<file path="src/rtl/lbm_delay.sv">
`timescale 1ns / 1ps
module lbm_delay #(
   parameter int WIDTH = 48,
   parameter int DEPTH = 1
) (
   input  logic             clock,
   input  logic             en,
   input  logic [WIDTH-1:0] din,
   output logic [WIDTH-1:0] dout
);

   logic [WIDTH-1:0] stage_ff [DEPTH];

   always_ff @(posedge clock) begin
      if (en) begin
         stage_ff[0] <= din;
         for (int i = 1; i < DEPTH; i++) begin
            stage_ff[i] <= stage_ff[i-1];
         end
      end
   end

   assign dout = stage_ff[DEPTH-1];

endmodule

</file>
<file path="config.mk">
export PLATFORM = sky130hd
export DESIGN_NAME = lbm_delay
export DESIGN_NICKNAME = d
export VERILOG_FILES = /design/src/rtl/lbm_delay.sv
export SDC_FILE = /design/constraint.sdc
export NUM_CORES = 1
export LEC_CHECK = 0
export ABC_CLOCK_PERIOD_IN_PS = 800
export BUFFER_PORTS_ARGS = -buffer_cell sky130_fd_sc_hd__buf_2
export CAP_MARGIN = 10
export CELL_PAD_IN_SITES_DETAIL_PLACEMENT = 1
export CELL_PAD_IN_SITES_GLOBAL_PLACEMENT = 2
export CORE_UTILIZATION = 24
export CTS_CLUSTER_DIAMETER = 80
export DETAILED_ROUTE_END_ITERATION = 8
export GPL_TIMING_DRIVEN = 1
export PLACE_DENSITY = 0.73
export SYNTH_ARGS = -nofsm -noshare
export SYNTH_HDL_FRONTEND = slang
export SYNTH_SLANG_ARGS = --single-unit
</file>
<file path="constraint.sdc">
create_clock -name clock -period 0.8 [get_ports clock]
set_clock_uncertainty 0.05 [all_clocks]
set_input_delay 0.16 -clock clock [delete_from_list [all_inputs] [get_ports clock]]
set_output_delay 0.16 -clock clock [all_outputs]
set_load 0.05 [all_outputs]
</file>
# ---- Word level (Yosys, flattened, before mapping)
# Memories as Yosys holds them, arrays and structs flattened.
# Cells that the tools add are included.
dict set report word_totals {
  output_inout_bits 48
  mem_count 1
  in_bits 50
  mem_bits_rw 48
  elab_cells 3
  regBits 0
}
# memory depth word_bits rd rd_clocked_by_memory_dff wr line_no
set mem_list {}
lappend mem_list {stage_ff 1 48 1 0 1 12} ;# logic [WIDTH-1:0] stage_ff [DEPTH];
dict set report classes {
  mux 2
}
# op n
set ops {}
lappend ops {{$mux 1} 2}

# ---- Longest topological paths before layout
dict set report logic_depth {
  word_depth 2
  ltp_mapped 0
}

# ---- Worst setup path after synthesis
# OpenSTA, ideal clock, no wires.
dict set report synth_path {
  path_type {register to output}
  from {mem stage_ff[0][0]}
  to {out dout[0]}
  arrival_ns 0.601
  t_required_ns 0.590
  path_stages_with_launch 1
  slack_ns -0.011
  path_cell_list {edfxtp_1}
}
dict set report synth_via {
  elab_chain_cells 1
}
# element line_no
set synth_rtl {}
lappend synth_rtl {{start, declared} 12}
lappend synth_rtl {{$mem_v2 1x48} -}
lappend synth_rtl {{end, declared} 9} ;# output logic [WIDTH-1:0] dout
# Every way passes these cells.

# ---- Final worst setup path
dict set report layout_path {
  from {mem stage_ff[0][23]}
  to {out dout[23]}
}
# Same word-level chain as after synthesis.

==> qor.txt <==
Finished Core Util: 49.9%
Min Tclk post-route: 1080 ps
Largest net degree at the start of global routing: 26
Postcts setup bufs: 0
I/O pins: 98
Share of layout cells above drive strength 1: 54.0%
Max Root-Sink Buffers: 2
Syn Std Cell Area: 1440 um^2
Worst EP arrival: 870 ps
Initial Util: 25.5%
Final setup TNS: -12450 ps
Post-synth top area share: 100%
Placed Area: 2060 um^2
Met2 routed WL: 2260 um
Max-cap violations: 0
Register name with the most flops: stage_ff
Failing checks: setup timing
Final setup margin: -285 ps
Headroom to the max-slew limit: 90.9%
Cells after synthesis: 48
Final Hold Viols: 0
IO Port Bufs: 97
Inst Count DP: 219
Critical path class: reg -> out
Antenna violations before repair: 0
Worst vdd ir: 0.943 mV
Largest cells by area after synthesis: edfxtp_1 (100%)
Row cnt: 27
Top Registers: stage_ff x48
H-tree Lvls: 2
Final wirelength: 3870 um
First-pass GRT wire length: 5450 um
TritonCTS Sinks: 48
Drt drc: 0
Design area: 2820 um^2
Worst hold start: din[8]
Synthesized area per cell: 30.0 um^2
Number of global-route vias before repair: 1075
Initial DRT Pass Iterations: 4
CTS root buffer: clkbuf_8
DIE WIDTH: 79.5 um
Period utilization: 136%
Non-Filler Instances: 261
Multi-input logic area: 0 um^2
Die area: 6320 um^2
CP max stage cell: edfxtp_1
Core Area: 5640 um^2
Status: finished with violations
Multi-input comb cells: 0
Worst setup SP type: flop
Yosys cell types: 1
Element type at the critical path end: output port
CTS clock-pin slew for the worst setup and hold paths: 80 ps
Routed Antenna Nets: 0
Cell type with the largest total area after synthesis: edfxtp_1
Iteration-0 DRC Markers: 41
RSZ-0062 raised after global routing: true
Slew at the pin with the worst max-slew slack: 136 ps
Total Routing Usage GR: 12.1%
Crit path largest cell delay: 420 ps
Met1 WL: 1250 um
Hold Path Class: in -> reg
Critical path buffers and inverters: 1
Per-cell routed wire length: 14.8 um
Synthesis Warnings: 0
Drt via density: 3.95
Pwr Density: 2070 nW/um^2
Leakage: 1.21 nW
DR vias: 1031
Number of fill cells: 529
Met3 routed WL: 274 um
CTS Buf Count: 5
CP cell instances: buf_6
DIE HEIGHT: 79.5 um
CTS tree: yes
# setup viols final: 75
Achievable frequency: 922 MHz
Nets: 239
Total power: 0.00584 W
N_diodes: 0
Grt total ovfl: 0
Final Slew Violations: 0
Routability congestion estimate: 0.629
Dpl hpwl: 2510 um
Worst-path maximum fanout: 1
Worst EP required: 590 ps
Max reg flops: 48
Synthesized Nets: 98
Post-synthesis sequential area ratio: 100%
Crit. Startpoint: stage_ff[0][23]
CP top delay family: flip-flops
Seq cells post-synth: 48
Top Layer Used: met4
Area Overhead vs Synth: 95.3%
==> final timing paths <==
kind	endpoint	slack (ps)	cells past startpoint
max	dout[23]	-280	1
min	stage_ff[0][8]	2	1
==> synthesized netlist by cell type <==
cell type  number
edfxtp_1       48
==> layout by cell type, fill, tap and decap left out <==
cell type / count
dlymetal6s4s_1: 6
clkbuf_8: 5
buf_12: 2
buf_2: 46
dlygate4sd3_1: 32
clkinv_2: 1
edfxtp_1: 48
clkbuf_1: 1
buf_6: 48
==> through the flow <==
stage,hold WS (ps),setup WS [ps]
6_report,1.62,-285
5_1_grt,-3.69,-323
3_3_place_gp,287,-41.0
2_1_floorplan,209,-10.6
4_1_cts,-10.0,-295
3_5_place_dp,288,-53.1
==> layout make-up <==
cell class	instances	area (um^2)	area share [%]
well taps	72	90.1	3.20
clock inverters	1	5.00	0.178
flip-flops and latches	48	1440	51.2
clock buffers	6	72.6	2.58
repair buffers	134	1210	42.8
==> power breakdown <==
group	switching [W]	total, W	internal [W]
combinational	0.000872	0.00145	0.000578
clock	0.000716	0.00131	0.000595
sequential	0.0000904	0.00308	0.00299
==> what timing repair did <==
item | 4_1_cts | 5_1_grt
resized for setup | 96 | 6
endpoints found under the hold margin | 44 | 21
setup endpoints to repair | 48 | 57
hold buffers | 22 | 16
pin swaps | 0 | 0
==> kinds of logic (layout without fill, tap and decap cells) <==
kind of cell	count (synthesis)	count (layout)	synth area share [%]
buffers and inverters	0	141	0
flip-flops	48	48	100
==> routing by layer <==
layer  track usage (%)  vias to the layer above
li1                  -                      472
met1              11.4                      496
met2              22.7                       55
met3              3.89                        8
met4              6.55                        0
met5                 0                        -
(Power assumes the default switching activity.)
